[src/rtl/sbad_pkg.sv]
// Shared types, constants and arithmetic helpers for the signed byte ALU.
// Used by every module of the block; depends on nothing.

package sbad_pkg;

    localparam int DATA_WIDTH   = 8;
    localparam int QUEUE_DEPTH  = 4;
    localparam int QPTR_W       = $clog2(QUEUE_DEPTH);
    localparam int OUTBUF_DEPTH = 2;
    localparam int OPTR_W       = $clog2(OUTBUF_DEPTH);
    localparam int INFLIGHT_MAX = QUEUE_DEPTH + DATA_WIDTH + OUTBUF_DEPTH;
    localparam int INFLIGHT_W   = $clog2(INFLIGHT_MAX + 1);

    typedef logic [DATA_WIDTH-1:0] word_t;

    localparam word_t WORD_ONE = word_t'(1);

    typedef enum logic [1:0] {
        OP_ADD = 2'd0,
        OP_SUB = 2'd1,
        OP_MUL = 2'd2,
        OP_DIV = 2'd3
    } op_t;

    typedef struct packed {
        op_t                           operation;
        logic signed [DATA_WIDTH-1:0]  operand_a;
        logic signed [DATA_WIDTH-1:0]  operand_b;
    } alu_in_t;

    typedef struct packed {
        logic signed [DATA_WIDTH-1:0]  acc_result;
        logic        [DATA_WIDTH-1:0]  q_result;
        logic                          overflow_flag;
    } alu_out_t;

    // Work item passed from the front end through the queue and the step pipeline.
    typedef struct packed {
        op_t   op;
        word_t acc;       // Booth accumulator / partial remainder / add-sub result
        word_t q;         // Booth multiplier / dividend bits shifting into quotient
        logic  q1;        // Booth Q(-1)
        logic  ovf;
        word_t opb;       // multiplicand or divisor magnitude
        logic  neg_q;
        logic  neg_r;
        logic  div_zero;
    } work_t;

    function automatic word_t negate(word_t a);
        return ~a + WORD_ONE;
    endfunction

    // Returns {overflow, sum}; overflow is carry into sign XOR carry out.
    function automatic logic [DATA_WIDTH:0] add_ovf(word_t a, word_t b);
        logic [DATA_WIDTH-1:0] low;
        logic [DATA_WIDTH:0]   full;
        low  = {1'b0, a[DATA_WIDTH-2:0]} + {1'b0, b[DATA_WIDTH-2:0]};
        full = {1'b0, a} + {1'b0, b};
        return {low[DATA_WIDTH-1] ^ full[DATA_WIDTH], full[DATA_WIDTH-1:0]};
    endfunction

    function automatic logic [DATA_WIDTH:0] sub_ovf(word_t a, word_t b);
        return add_ovf(a, negate(b));
    endfunction

    // One Booth step or one restoring-divide step; add and subtract pass through.
    function automatic work_t work_step(work_t w);
        work_t               r;
        logic [DATA_WIDTH:0] sum;
        word_t               acc_new;
        word_t               rem_sh;
        logic [DATA_WIDTH:0] diff;
        r       = w;
        sum     = '0;
        acc_new = w.acc;
        rem_sh  = '0;
        diff    = '0;
        unique case (w.op)
            OP_ADD, OP_SUB:
            begin
                r = w;
            end
            OP_MUL:
            begin
                if (w.q1 && !w.q[0])
                begin
                    sum     = add_ovf(w.acc, w.opb);
                    acc_new = sum[DATA_WIDTH-1:0];
                    r.ovf   = sum[DATA_WIDTH];
                end
                else if (!w.q1 && w.q[0])
                begin
                    sum     = sub_ovf(w.acc, w.opb);
                    acc_new = sum[DATA_WIDTH-1:0];
                    r.ovf   = sum[DATA_WIDTH];
                end
                r.q1  = w.q[0];
                r.q   = {acc_new[0], w.q[DATA_WIDTH-1:1]};
                r.acc = {acc_new[DATA_WIDTH-1], acc_new[DATA_WIDTH-1:1]};
            end
            OP_DIV:
            begin
                rem_sh = {w.acc[DATA_WIDTH-2:0], w.q[DATA_WIDTH-1]};
                diff   = {1'b0, rem_sh} - {1'b0, w.opb};
                if (!diff[DATA_WIDTH])
                begin
                    r.acc = diff[DATA_WIDTH-1:0];
                    r.q   = {w.q[DATA_WIDTH-2:0], 1'b1};
                end
                else
                begin
                    r.acc = rem_sh;
                    r.q   = {w.q[DATA_WIDTH-2:0], 1'b0};
                end
            end
            default:
            begin
                r = w;
            end
        endcase
        return r;
    endfunction

endpackage

[src/rtl/sbad_front.sv]
// Front end: accepts input items and classifies them into work items.
// Depends on sbad_pkg; add and subtract finish here.

module sbad_front
    import sbad_pkg::*;
(
    input  logic    push,
    input  logic    queue_full,
    input  alu_in_t item,
    output logic    wr_en,
    output work_t   work
);

    logic [DATA_WIDTH:0] sum;

    assign wr_en = push && !queue_full;

    always_comb
    begin
        work = '0;
        sum  = '0;
        work.op = item.operation;
        unique case (item.operation)
            OP_ADD:
            begin
                sum      = add_ovf(item.operand_a, item.operand_b);
                work.acc = sum[DATA_WIDTH-1:0];
                work.ovf = sum[DATA_WIDTH];
            end
            OP_SUB:
            begin
                sum      = sub_ovf(item.operand_a, item.operand_b);
                work.acc = sum[DATA_WIDTH-1:0];
                work.ovf = sum[DATA_WIDTH];
            end
            OP_MUL:
            begin
                work.q   = item.operand_a;
                work.opb = item.operand_b;
            end
            OP_DIV:
            begin
                // divide magnitudes, fix signs at the end
                work.q        = item.operand_a[DATA_WIDTH-1] ? negate(item.operand_a)
                                                             : item.operand_a;
                work.opb      = item.operand_b[DATA_WIDTH-1] ? negate(item.operand_b)
                                                             : item.operand_b;
                work.neg_q    = item.operand_a[DATA_WIDTH-1] ^ item.operand_b[DATA_WIDTH-1];
                work.neg_r    = item.operand_a[DATA_WIDTH-1];
                work.div_zero = (item.operand_b == '0);
            end
            default:
            begin
                work.op = item.operation;
            end
        endcase
    end

endmodule

[src/rtl/sbad_queue.sv]
// Short queue of work items between the front end and the step pipeline.
// Depends on sbad_pkg for the work item type and depth.

module sbad_queue
    import sbad_pkg::*;
(
    input  logic  clk,
    input  logic  rst_n,
    input  logic  wr_en,
    input  work_t wr_data,
    input  logic  rd_en,
    output work_t rd_data,
    output logic  full,
    output logic  empty
);

    localparam logic [QPTR_W-1:0] QPTR_LAST = QPTR_W'(QUEUE_DEPTH - 1);
    localparam logic [QPTR_W:0]   QCNT_FULL = (QPTR_W + 1)'(QUEUE_DEPTH);

    work_t             mem [QUEUE_DEPTH];
    logic [QPTR_W-1:0] wr_ptr_reg, wr_ptr_next;
    logic [QPTR_W-1:0] rd_ptr_reg, rd_ptr_next;
    logic [QPTR_W:0]   count_reg, count_next;
    logic              do_wr, do_rd;

    assign full    = (count_reg == QCNT_FULL);
    assign empty   = (count_reg == '0);
    assign do_wr   = wr_en && !full;
    assign do_rd   = rd_en && !empty;
    assign rd_data = mem[rd_ptr_reg];

    always_comb
    begin
        wr_ptr_next = wr_ptr_reg;
        rd_ptr_next = rd_ptr_reg;
        count_next  = count_reg;
        if (do_wr)
        begin
            wr_ptr_next = (wr_ptr_reg == QPTR_LAST) ? '0 : wr_ptr_reg + 1'b1;
        end
        if (do_rd)
        begin
            rd_ptr_next = (rd_ptr_reg == QPTR_LAST) ? '0 : rd_ptr_reg + 1'b1;
        end
        if (do_wr && !do_rd)
        begin
            count_next = count_reg + 1'b1;
        end
        else if (!do_wr && do_rd)
        begin
            count_next = count_reg - 1'b1;
        end
    end

    always_ff @(posedge clk or negedge rst_n)
    begin
        if (!rst_n)
        begin
            wr_ptr_reg <= '0;
            rd_ptr_reg <= '0;
            count_reg  <= '0;
        end
        else
        begin
            wr_ptr_reg <= wr_ptr_next;
            rd_ptr_reg <= rd_ptr_next;
            count_reg  <= count_next;
        end
    end

    always_ff @(posedge clk)
    begin
        if (do_wr)
        begin
            mem[wr_ptr_reg] <= wr_data;
        end
    end

endmodule

[src/rtl/sbad_back.sv]
// Back end: step pipeline (one Booth or divide step per stage) and result buffer.
// Depends on sbad_pkg for work_step and the item types.

module sbad_back
    import sbad_pkg::*;
(
    input  logic     clk,
    input  logic     rst_n,
    input  logic     q_empty,
    input  work_t    q_data,
    output logic     q_pop,
    input  logic     pop,
    output logic     empty,
    output alu_out_t result
);

    localparam logic [OPTR_W:0] OCNT_FULL = (OPTR_W + 1)'(OUTBUF_DEPTH);
    localparam logic [OPTR_W-1:0] OPTR_LAST = OPTR_W'(OUTBUF_DEPTH - 1);

    logic [DATA_WIDTH-1:0] valid_reg, valid_next;
    work_t                 work_reg  [DATA_WIDTH];
    work_t                 work_next [DATA_WIDTH];
    logic                  advance;

    alu_out_t              buf_mem [OUTBUF_DEPTH];
    logic [OPTR_W-1:0]     bwr_ptr_reg, bwr_ptr_next;
    logic [OPTR_W-1:0]     brd_ptr_reg, brd_ptr_next;
    logic [OPTR_W:0]       bcount_reg, bcount_next;
    logic                  buf_full, buf_wr, buf_rd;
    alu_out_t              finished;

    function automatic alu_out_t finish(work_t w);
        alu_out_t r;
        r = '0;
        unique case (w.op)
            OP_ADD, OP_SUB:
            begin
                r.acc_result    = w.acc;
                r.overflow_flag = w.ovf;
            end
            OP_MUL:
            begin
                r.acc_result    = w.acc;
                r.q_result      = w.q;
                r.overflow_flag = w.ovf;
            end
            OP_DIV:
            begin
                if (w.div_zero)
                begin
                    r.overflow_flag = 1'b1;
                end
                else
                begin
                    r.q_result   = w.neg_q ? negate(w.q) : w.q;
                    r.acc_result = w.neg_r ? negate(w.acc) : w.acc;
                end
            end
            default:
            begin
                r = '0;
            end
        endcase
        return r;
    endfunction

    // Whole pipeline moves together; it holds only while the result buffer is full.
    assign advance    = !buf_full;
    assign q_pop      = advance && !q_empty;
    assign valid_next = {valid_reg[DATA_WIDTH-2:0], !q_empty};

    for (genvar i = 0; i < DATA_WIDTH; i++)
    begin : g_stage
        if (i == 0)
        begin : g_first
            assign work_next[i] = work_step(q_data);
        end
        else
        begin : g_rest
            assign work_next[i] = work_step(work_reg[i-1]);
        end

        always_ff @(posedge clk)
        begin
            if (advance)
            begin
                work_reg[i] <= work_next[i];
            end
        end
    end

    always_ff @(posedge clk or negedge rst_n)
    begin
        if (!rst_n)
        begin
            valid_reg <= '0;
        end
        else if (advance)
        begin
            valid_reg <= valid_next;
        end
    end

    assign finished = finish(work_reg[DATA_WIDTH-1]);
    assign buf_wr   = advance && valid_reg[DATA_WIDTH-1];
    assign buf_full = (bcount_reg == OCNT_FULL);
    assign empty    = (bcount_reg == '0);
    assign buf_rd   = pop && !empty;
    assign result   = buf_mem[brd_ptr_reg];

    always_comb
    begin
        bwr_ptr_next = bwr_ptr_reg;
        brd_ptr_next = brd_ptr_reg;
        bcount_next  = bcount_reg;
        if (buf_wr)
        begin
            bwr_ptr_next = (bwr_ptr_reg == OPTR_LAST) ? '0 : bwr_ptr_reg + 1'b1;
        end
        if (buf_rd)
        begin
            brd_ptr_next = (brd_ptr_reg == OPTR_LAST) ? '0 : brd_ptr_reg + 1'b1;
        end
        if (buf_wr && !buf_rd)
        begin
            bcount_next = bcount_reg + 1'b1;
        end
        else if (!buf_wr && buf_rd)
        begin
            bcount_next = bcount_reg - 1'b1;
        end
    end

    always_ff @(posedge clk or negedge rst_n)
    begin
        if (!rst_n)
        begin
            bwr_ptr_reg <= '0;
            brd_ptr_reg <= '0;
            bcount_reg  <= '0;
        end
        else
        begin
            bwr_ptr_reg <= bwr_ptr_next;
            brd_ptr_reg <= brd_ptr_next;
            bcount_reg  <= bcount_next;
        end
    end

    always_ff @(posedge clk)
    begin
        if (buf_wr)
        begin
            buf_mem[bwr_ptr_reg] <= finished;
        end
    end

endmodule

[src/rtl/signed_byte_alu_booth_divide_top.sv]
// Top level of the signed byte ALU: front end, work queue and step pipeline.
// Depends on sbad_pkg, sbad_front, sbad_queue and sbad_back.

// The block takes one item per clock cycle while full is low and returns one
// result for each item, in order. An item enters when push is high and full
// is low; the result shows on result while empty is low and leaves when pop
// is high. Every operation runs through the same DATA_WIDTH-stage step
// pipeline (one Booth add/subtract-and-shift or one restoring divide step per
// stage). A four-item queue sits in front of the pipeline and a two-item
// buffer behind it; when pop stays low the pipeline holds, the queue fills
// and full rises. Add and subtract are done in the front end and ride the
// pipeline unchanged. Divide works on operand magnitudes and fixes signs on
// the way out: truncating quotient, remainder with the dividend's sign, a
// zero divisor gives zeros with overflow_flag set, and the most negative
// value over minus one wraps to the most negative value.

module signed_byte_alu_booth_divide_top
    import sbad_pkg::*;
(
    input  logic     clk,
    input  logic     rst_n,
    input  logic     push,
    output logic     full,
    input  alu_in_t  item,
    output logic     empty,
    input  logic     pop,
    output alu_out_t result
);

    logic  front_wr;
    work_t front_work;
    logic  queue_full;
    logic  queue_empty;
    logic  queue_pop;
    work_t queue_head;

    // Classify the item and finish add/subtract.
    sbad_front u_front (
        .push       (push),
        .queue_full (queue_full),
        .item       (item),
        .wr_en      (front_wr),
        .work       (front_work)
    );

    // Decouple the front from pipeline stalls.
    sbad_queue u_queue (
        .clk     (clk),
        .rst_n   (rst_n),
        .wr_en   (front_wr),
        .wr_data (front_work),
        .rd_en   (queue_pop),
        .rd_data (queue_head),
        .full    (queue_full),
        .empty   (queue_empty)
    );

    // Run the Booth and divide steps, buffer results for the consumer.
    sbad_back u_back (
        .clk     (clk),
        .rst_n   (rst_n),
        .q_empty (queue_empty),
        .q_data  (queue_head),
        .q_pop   (queue_pop),
        .pop     (pop),
        .empty   (empty),
        .result  (result)
    );

    assign full = queue_full;

endmodule

[config.mk]
export PLATFORM = sky130hd
export DESIGN_NAME = signed_byte_alu_booth_divide_top
export DESIGN_NICKNAME = d
export VERILOG_FILES = /design/src/rtl/sbad_pkg.sv /design/src/rtl/sbad_front.sv /design/src/rtl/sbad_queue.sv /design/src/rtl/sbad_back.sv /design/src/rtl/signed_byte_alu_booth_divide_top.sv
export SDC_FILE = /design/constraint.sdc
export NUM_CORES = 1
export LEC_CHECK = 0
export ABC_AREA = 1
export BUFFER_PORTS_ARGS = -buffer_cell sky130_fd_sc_hd__buf_2
export CAP_MARGIN = 15
export CELL_PAD_IN_SITES_DETAIL_PLACEMENT = 0
export CELL_PAD_IN_SITES_GLOBAL_PLACEMENT = 1
export CORE_MARGIN = 3
export CORE_UTILIZATION = 49
export CTS_BUF_LIST = sky130_fd_sc_hd__clkbuf_8
export CTS_CLUSTER_DIAMETER = 200
export CTS_CLUSTER_SIZE = 28
export DETAILED_ROUTE_END_ITERATION = 8
export PLACE_DENSITY = 0.91
export SYNTH_ARGS = -nofsm -noshare
export SYNTH_HDL_FRONTEND = slang
export SYNTH_SLANG_ARGS = --single-unit
[constraint.sdc]
create_clock -name clk -period 8.25 [get_ports clk]
set_input_delay 0.825 -clock clk [delete_from_list [all_inputs] [get_ports clk]]
set_output_delay 0.825 -clock clk [all_outputs]
set_load 0.01 [all_outputs]
# Word-level counts from Yosys, hierarchy flattened
# Memories as Yosys holds them, arrays and structs flattened.
# Index checks and enable logic that the tools add are counted.
word_totals:
  reg_bits: 19
  mem_bits_rw: 402
  inputBits: 22
  output_inout_bits: 19
  wordCells: 296
  memories: 3
classes:
  addsub: 64
  eq_ne: 34
  n_mux: 83
  bitwise: 31
  n_reduce_logical: 74
mem_list:
  columns: ["name", "depth", "width", "rd", "rd_ports_with_merged_regs", "wr", "line_no", "source"]
  rows:
  - ["u_back.work_reg", 8, 31, 8, 0, 8, "sbad_back.sv:21", "work_t work_reg [DATA_WIDTH];"]
  - ["u_queue.mem", 4, 30, 1, 0, 1, "sbad_queue.sv:20", "work_t mem [QUEUE_DEPTH];"]
  - ["u_back.buf_mem", 2, 17, 1, 0, 1, "sbad_back.sv:25", "alu_out_t buf_mem [OUTBUF_DEPTH];"]
ops:
  columns: ["op", "n"]
  rows:
  - ["$pmux W16 S3", 8]
  - ["$add A8 B8 Y9", 18]
  - ["$mux W8", 20]
  - ["$add A7 B7 Y8", 18]
  - ["$mux W16", 9]
  - ["$add A8 B1 Y8 const B", 12]
  - ["$not A8 Y8", 12]
  - ["$pmux W8 S2", 5]
  - ["$sub A8 B8 Y9", 8]
  - ["$eq A2 B2 Y1 const B", 23]
  - ["$logic_and A1 B1 Y1", 25]
  - ["$mux W1", 24]
  - ["$mux W2", 12]
  - ["$logic_not A1 Y1", 23]
  - ["$logic_not A2 Y1", 11]
  - ["$eq A2 B1 Y1 const B", 10]
  - ["$xor A1 B1 Y1", 19]
  - ["$reduce_or A2 Y1", 8]
  - ["$mux W3", 3]
  - ["$logic_not A8 Y1", 1]
  - ["$add A2 B1 Y2 const B", 3]
  - ["$pmux W1 S2", 2]
  - ["$reduce_bool A2 Y1", 2]
  - ["$add A3 B1 Y3 const B", 1]
  - ["8 further kinds", 9]

# Logic depth before layout (Yosys ltp)
# Gate-level depths: netlist (run 1).
depth:
  word_depth: 8
  depth_mapped: 21
  ltp_nobuf: 19

# By module
# A second synthesis (run 1) with hierarchy kept.
unflattened:
  cells_unflattened: 3778
  hier_area_um2: 30660.7
by_module_without_submodules:
  columns: ["mod", "instances", "cells_per_inst", "area_each_um2", "seq_area_each_um2"]
  rows:
  - ["sbad_back", 1, 3072, 23658.9, 8498.2]
  - ["sbad_queue", 1, 423, 5555.3, 3898.7]
  - ["sbad_front", 1, 283, 1446.4, 0.0]

# Worst setup path after synthesis (run 1)
# Ideal clock, no wire load.
synth_path:
  path_type: "flip-flop to flip-flop"
  from: "register u_back.bcount_reg[0]"
  to: "memory u_back.work_reg[0][0] (netlist name) (enable)"
  setup_ps: 2077
  arrival_ps: 5182
  required_ps: 6173
  path_slack_ps: 991
  path_stages_with_launch: 3
  n_path_buf: 0
  synth_period_minus_slack_ps: 7259
  path_cell_list: "dfrtp_1 > nor2_2 > clkinv_1"
synth_lines:
  columns: ["item", "line_no", "source"]
  rows:
  - ["start, declared", "sbad_back.sv:28", "logic [OPTR_W:0] bcount_reg, bcount_next;"]
  - ["start signal, assigned", "sbad_back.sv:146", "bcount_reg <= bcount_next;"]
  - ["end, declared", "sbad_back.sv:21", null]

==> impl_metrics.csv, run 1 <==
group,metric,value,unit
routing,drt_wl_total,65.7,mm
routing,vias_per_cell,5.37,
cts,cts_buffers,18,
setup_path,cp_data_required_time,8.75,ns
final_layout,layout.cells.non_filler,4361,
timing,tns,0,ns
timing,relSlewSlack,0.264,
logic_synthesis,synth-seq-area-share,0.418,
logic_synthesis,syn_inst,3560,
cts,clk_path_buf_depth,3,
setup_path,crit_path_cell_trace,"buf_4 > inv_6 > nand2_1 > a32oi_2 > ha_1 > fa_1 > inv_1 > nand3_1 > nand2_1 > nand4_2 > nand2_1 > nand2_1 > nand2_1 > o21ai_1 > nand3_1",
logic_synthesis,ys_warn_count,0,
die,fp.dieArea,62900,um2
grt,gr-total-overflow,0,
logic_synthesis,synth_top_area_share,0.402,
run_status,status,"completed",
logic_synthesis,synthMostInstantiatedCell,"nand2_1",
setup_path,worst-setup-path-type,"reg -> reg",
grt,grt_usage,0.208,
timing,tightest_slew,1.10,ns
grt,grt_start_max_net_pins,162,
cts,cts-root-buf,"clkbuf_8",
placed_design,hpwlAfterDp,50.3,mm
final_layout,final_layout_size_suffix_gt1_frac,0.0477,
die,fp.coreArea,59100,um2
logic_synthesis,synth_nets,3825,
timing,rsz0062_at_grt,"no",
cts,cts_tree,"done",
grt,grt_pass1_vias,22100,
timing,fin_crit,3.79,ns
run,maxCapViolCount,0,
grt,antenna_found_initial,1,
routing,post-route-drc-count,0,
timing,slew_violations,0,
timing,max_freq,0.264,GHz
setup_path,arrival,4.29,ns
logic_synthesis,syn_area,29400,um2
final_layout,nFillCells,5566,
cts,clk_latency,0.61,ns
cts,cts_setup_buffers,0,
cts,clk_pin_slew,0.18,ns
timing,finClkSkew,0.0308,ns
die,io_pins,41,
final_layout,largest_register_ffs,239,
routing,first_iter_violations,1677,
logic_synthesis,synth_seq_cells,412,
placed_design,placed_cells,4328,
logic_synthesis,synthArstFlopShare,0.0461,
die,fp-row-count,89,
setup_path,cpPeakStageDelay,0.57,ns
setup_path,worst_setup_path_end_kind,"flop",
cts,cts.sinks,412,
routing,dr.pass1.iters,6,
logic_synthesis,synthTopCellsByCount,"nand2_1, inv_1, edfxtp_1",
setup_path,cp.buffers_inverters,3,
cts,cts.hold.buffers_added,0,
final_layout,layout.nets,3840,
setup_path,crit_top_cell,"nand2_1",
logic_synthesis,synthTopCellsByArea,"edfxtp_1, nand2_1, ha_1",
logic_synthesis,synth_edf_count,393,
setup_path,cp-start-kind,"flop",
logic_synthesis,yosys.cell_types.count,53,
logic_synthesis,avgSynthCellArea,8.25,um2
die,start_util,0.497,
routing,postRouteAntennaNets,0,
die,die_h,251,um
placed_design,place_congestion,0.859,
grt,grt_pass1_wl,110,mm
cts,cts_resized,0,
timing,finalSetupViolCount,0,
timing,fin_crit_sh,0.460,
logic_synthesis,synth_top_flop_cell,"edfxtp_1",
cts,htreeDepth,1,
logic_synthesis,yosys.area.top_type,"edfxtp_1",
setup_path,cp.depth,15,
setup_path,crit_slowest_cell,"buf_4",
worst_hold_path,holdCritPathClass,"in -> async",
setup_path,reg2reg_depth,15,
die,die_w,251,um
timing,hold_viol_final,0,
placed_design,portBuffers,40,
routing,wl_per_cell,15.1,um
final_layout,area_growth,3.80,%
setup_path,cp_max_fo,74,
routing,vias,23400,
setup_path,crit_family,"simple AND/OR/NAND/NOR gates",
through the flow:
| step | cell area [um2] | hold WS (ns) | util | worst slack (ns) |
|---|---|---|---|---|
| final | 30500 | 0.138 | 0.515 | 4.46 |
| after global routing | 30500 | 0.131 | 0.515 | 4.15 |
| after CTS | 30500 | 0.108 | 0.515 | 4.52 |
| after detailed placement | 30200 | 0.405 | 0.510 | 4.54 |
| after global placement | 30200 | 0.401 | 0.510 | 4.58 |
| after floorplan | 29400 | 0.400 | - | 0.991 |
final cells by class:
cell class	count	area, um2	share of cell area
Clock buffer	19	262	0.00858
Clock inverter	13	53.8	0.00177
Timing Repair Buffer	49	268	0.00879
Sequential cell	412	12300	0.403
Antenna cell	1	2.50	0.0000821
Inverter	566	2160	0.0709
Tap cell	773	967	0.0317
Multi-Input combinational cell	2528	14500	0.475
placed cells by master (no fill, tap or decap), types with 3 or more instances in the layout:
master | Yosys | routed
nand4_1 | 62 | 62
fa_1 | 26 | 26
a21oi_2 | 4 | 4
buf_4 | 15 | 9
o211ai_1 | 40 | 40
edfxtp_1 | 393 | 393
inv_2 | 9 | 9
nor2_2 | 4 | 8
nand2_2 | 9 | 9
a21boi_0 | 4 | 4
o21bai_1 | 7 | 7
nand3_1 | 335 | 335
o21ai_1 | 27 | 27
clkbuf_8 | 0 | 19
o21ai_2 | 4 | 4
or2_2 | 44 | 44
nand2_1 | 924 | 924
o221ai_1 | 58 | 58
inv_4 | 7 | 7
clkinv_2 | 4 | 4
a21oi_1 | 201 | 201
or2_1 | 5 | 5
nand2_4 | 3 | 3
inv_1 | 541 | 553
ha_1 | 217 | 217
nor3_1 | 50 | 50
o22ai_1 | 27 | 27
nor4_1 | 3 | 3
nor2_1 | 168 | 164
xnor2_1 | 49 | 49
dfrtp_1 | 19 | 18
o31ai_1 | 3 | 3
nand3b_1 | 20 | 20
buf_2 | 8 | 40
o21ai_0 | 146 | 146
xor2_1 | 58 | 58
clkinv_1 | 4 | 3
o21a_1 | 14 | 14
worst paths after layout:
check | from | end | slack (ns)
setup / recovery | u_queue.rd_ptr_reg[0] | u_back.work_reg[0][28] | 4.46
hold / removal | rst_n | u_back.valid_reg[5] | 0.14
setup reg to reg | u_queue.rd_ptr_reg[0] | u_back.work_reg[0][28] | 4.46
hold reg to reg | u_back.work_reg[3][0] | u_back.work_reg[3][31] | 0.44
max in group asynchronous | rst_n | u_queue.rd_ptr_reg[0] | 7.80
min in group clk | u_back.work_reg[3][0] | u_back.work_reg[3][31] | 0.44
per-layer routing:
layer / part of all wire / up-vias / wire, um / GRT usage
met1: 0.48 / 10900 / 31800 / 0.296
met4: 0.014 / 0 / 939 / 0.0360
met2: 0.47 / 388 / 30700 / 0.354
met3: 0.033 / 63 / 2190 / 0.0152
li1: - / 12100 / - / -
met5: 0 / - / 0 / 0
cell families (layout without fill, tap and decap cells):
| logic type | Yosys count | after routing | share of synthesized area |
|---|---|---|---|
| adders and majority gates | 243 | 243 | 0.110 |
| and+or+nand+nor | 1635 | 1635 | 0.242 |
| buffers and inverters | 620 | 647 | 0.0888 |
| AOI/OAI and AO/OA | 543 | 543 | 0.109 |
| other | 0 | 1 | 0 |
| DFF | 412 | 412 | 0.418 |
| xor gates and xnor gates | 107 | 107 | 0.0319 |
Power of run 1 is left out: the tool's default activity adds up to more than one toggle a clock period on the data nets, which glitch-free logic cannot reach.
==> inputs of run 2 (changes only) <==
Settings changed: CORE_UTILIZATION 49 to 46, PLACE_DENSITY 0.91 to 0.9.
Clock period 8.25 ns to 3.1 ns, I/O delays scaled along.
==> run 2 against run 1 <==
First-iteration DRC count up 4.3%. Count of clock-buffer cells in the layout unchanged. Flip-flop and latch count unchanged. Register-to-register slack worse by 4.2 ns. Routed wire length up 2.4%. Critical path depth up 4. Worst hold slack worse by 0.10 ns. Largest cell class unchanged. Highest routed layer unchanged.
==> impl_metrics.csv, run 2 (synthesized netlist as in run 1, its figures left out) <==
group,metric,value,unit
routing,postRouteAntennaNets,0,
timing,finClkSkew,0.0368,ns
placed_design,portBuffers,40,
routing,first_iter_violations,1749,
grt,grt_usage,0.199,
setup_path,worst-setup-path-type,"reg -> reg",
routing,post-route-drc-count,0,
cts,clk_pin_slew,0.18,ns
cts,cts-root-buf,"clkbuf_8",
placed_design,place_congestion,0.907,
timing,max_freq,0.347,GHz
timing,fin_crit_sh,0.929,
timing,hold_viol_final,0,
routing,vias,23600,
final_layout,final_cell_mix,"nand2_1, inv_1, edfxtp_1",
grt,grt_pass1_wl,112,mm
setup_path,reg2reg_slack,0.22,ns
setup_path,arrival,3.25,ns
final_layout,final_layout_size_suffix_gt1_frac,0.0630,
worst_hold_path,holdCritStartpoint,"item[16]",
grt,gr-total-overflow,0,
setup_path,crit_slowest_cell,"dfrtp_2",
setup_path,reg2reg_depth,19,
run,maxCapViolCount,0,
die,start_util,0.471,
setup_path,cp-start-kind,"flop",
cts,htreeDepth,1,
timing,slew_violations,0,
worst_hold_path,hold_depth,1,
setup_path,rr_endpoint,"u_back.work_reg[0][27]",
die,io_pins,41,
timing,holdWs,0.0331,ns
cts,clk_path_buf_depth,3,
final_layout,layout.nets,3889,
routing,vias_per_cell,5.28,
setup_path,cpPeakStageDelay,0.49,ns
cts,cts.sinks,412,
setup_path,crit_top_cell,"nand2_1",
setup_path,worst_setup_path_end_kind,"flop",
final_layout,largest_register_ffs,239,
timing,tightest_slew,0.906,ns
final_layout,area.sequential,12300,um2
die,fp.coreArea,62400,um2
worst_hold_path,worstHoldEndpoint,"u_queue.mem[3][28]",
setup_path,crit_path_cell_trace,"buf_4 > buf_4 > nand3_1 > nand2_2 > nand2_1 > nor2_1 > nand2_1 > xor2_1 > inv_1 > ha_4 > nand2_1 > nor2_1 > nand2_1 > nand3_1 > inv_1 > nand2_1 > nand2_1 > o21ai_2 > nand3_1",
die,die_w,259,um
cts,cts_buffers,18,
timing,fin_crit,2.88,ns
die,fp.dieArea,66900,um2
final_layout,nFillCells,6071,
final_layout,area_growth,5.62,%
die,die_h,259,um
setup_path,cp_data_required_time,3.47,ns
placed_design,hpwlAfterDp,52.2,mm
final_layout,multi_input_area,14500,um2
grt,grt_pass1_vias,22100,
setup_path,cp_max_fo,8,
cts,clk_latency,0.61,ns
final_layout,final_util,0.497,
routing,wl_per_cell,15.0,um
timing,finalSetupViolCount,0,
routing,dr.pass1.iters,5,
run_status,status,"completed",
timing,relSlewSlack,0.390,
worst_hold_path,holdCritPathClass,"in -> reg",
grt,grt_start_max_net_pins,101,
grt,antenna_found_initial,1,
cts,cts_tree,"done",
setup_path,regToRegStartpoint,"u_queue.rd_ptr_reg[1]",
die,fp-row-count,91,
final_layout,layout_commonest_cell,"nand2_1",
routing,drt_wl_total,67.3,mm
run 2: changes by cell type in the layout (fill, tap and decap cells not counted), moves of 3 or more:
| cell | change |
|---|---|
| nor3_2 | +3 |
| ha_1 | -3 |
| nor3_1 | -3 |
| buf_4 | +45 |
run 2: per-stage QoR:
stage | std cells | TNS [ns] | area, um2 | setup WS (ns)
2_1_floorplan | 3560 | 0 | 29400 | 0.253
3_3_place_gp | 4426 | 0 | 30500 | 0.118
3_5_place_dp | 4426 | 0 | 30500 | 0.0943
4_1_cts | 4460 | 0 | 30900 | 0.0866
5_1_grt | 4474 | -0.0117 | 31000 | -0.00748
6_report | 4474 | 0 | 31000 | 0.219
run 2: area by class of cell:
type                            instances  share of cell area
Multi-Input combinational cell       2528               0.469
Sequential cell                       412               0.396
Inverter                              566              0.0697
Tap cell                              837              0.0338
Timing Repair Buffer                   98              0.0215
Clock buffer                           19             0.00843
Clock inverter                         13             0.00173
Antenna cell                            1           0.0000807
run 2: what timing repair did:
item,4_1_cts,5_1_grt
buffers inserted,0,13
gates resized for setup,0,13
hold buffers,2,0
hold endpoints to repair,20,0
setup endpoints to repair,0,18
run 2: how the worst max path moves through the flow:
| stage | start | end | depth (start not counted) |
|---|---|---|---|
| after floorplan | u_queue.rd_ptr_reg[0] | u_back.work_reg[0][27] | 20 |
| after global placement | u_queue.rd_ptr_reg[0] | u_back.work_reg[0][28] | 15 |
| after detailed placement | u_queue.rd_ptr_reg[0] | u_back.work_reg[0][28] | 15 |
| after CTS | u_queue.rd_ptr_reg[0] | u_back.work_reg[0][28] | 15 |
| after global routing | u_back.work_reg[1][35] | u_back.work_reg[2][11] | 15 |
| final | u_queue.rd_ptr_reg[1] | u_back.work_reg[0][27] | 19 |
run 2: routing by layer:
layer	vias to the layer above	wire (um)	GRT usage
li1	12200	-	-
met5	-	0	0
met3	64	2150	0.0138
met4	0	1110	0.0384
met2	370	31400	0.336
met1	11000	32600	0.285
run 2: worst max-delay path: cells and delay by family (launching register included):
kind                       cells  cell delay, ns
AOI/OAI and AO/OA              1            0.16
xor gates and xnor gates       1            0.18
adders and majority gates      1            0.30
buffers and inverters          4            0.52
DFF                            1            0.49
and+or+nand+nor               12            1.04
Power of run 2 is left out for the same reason.
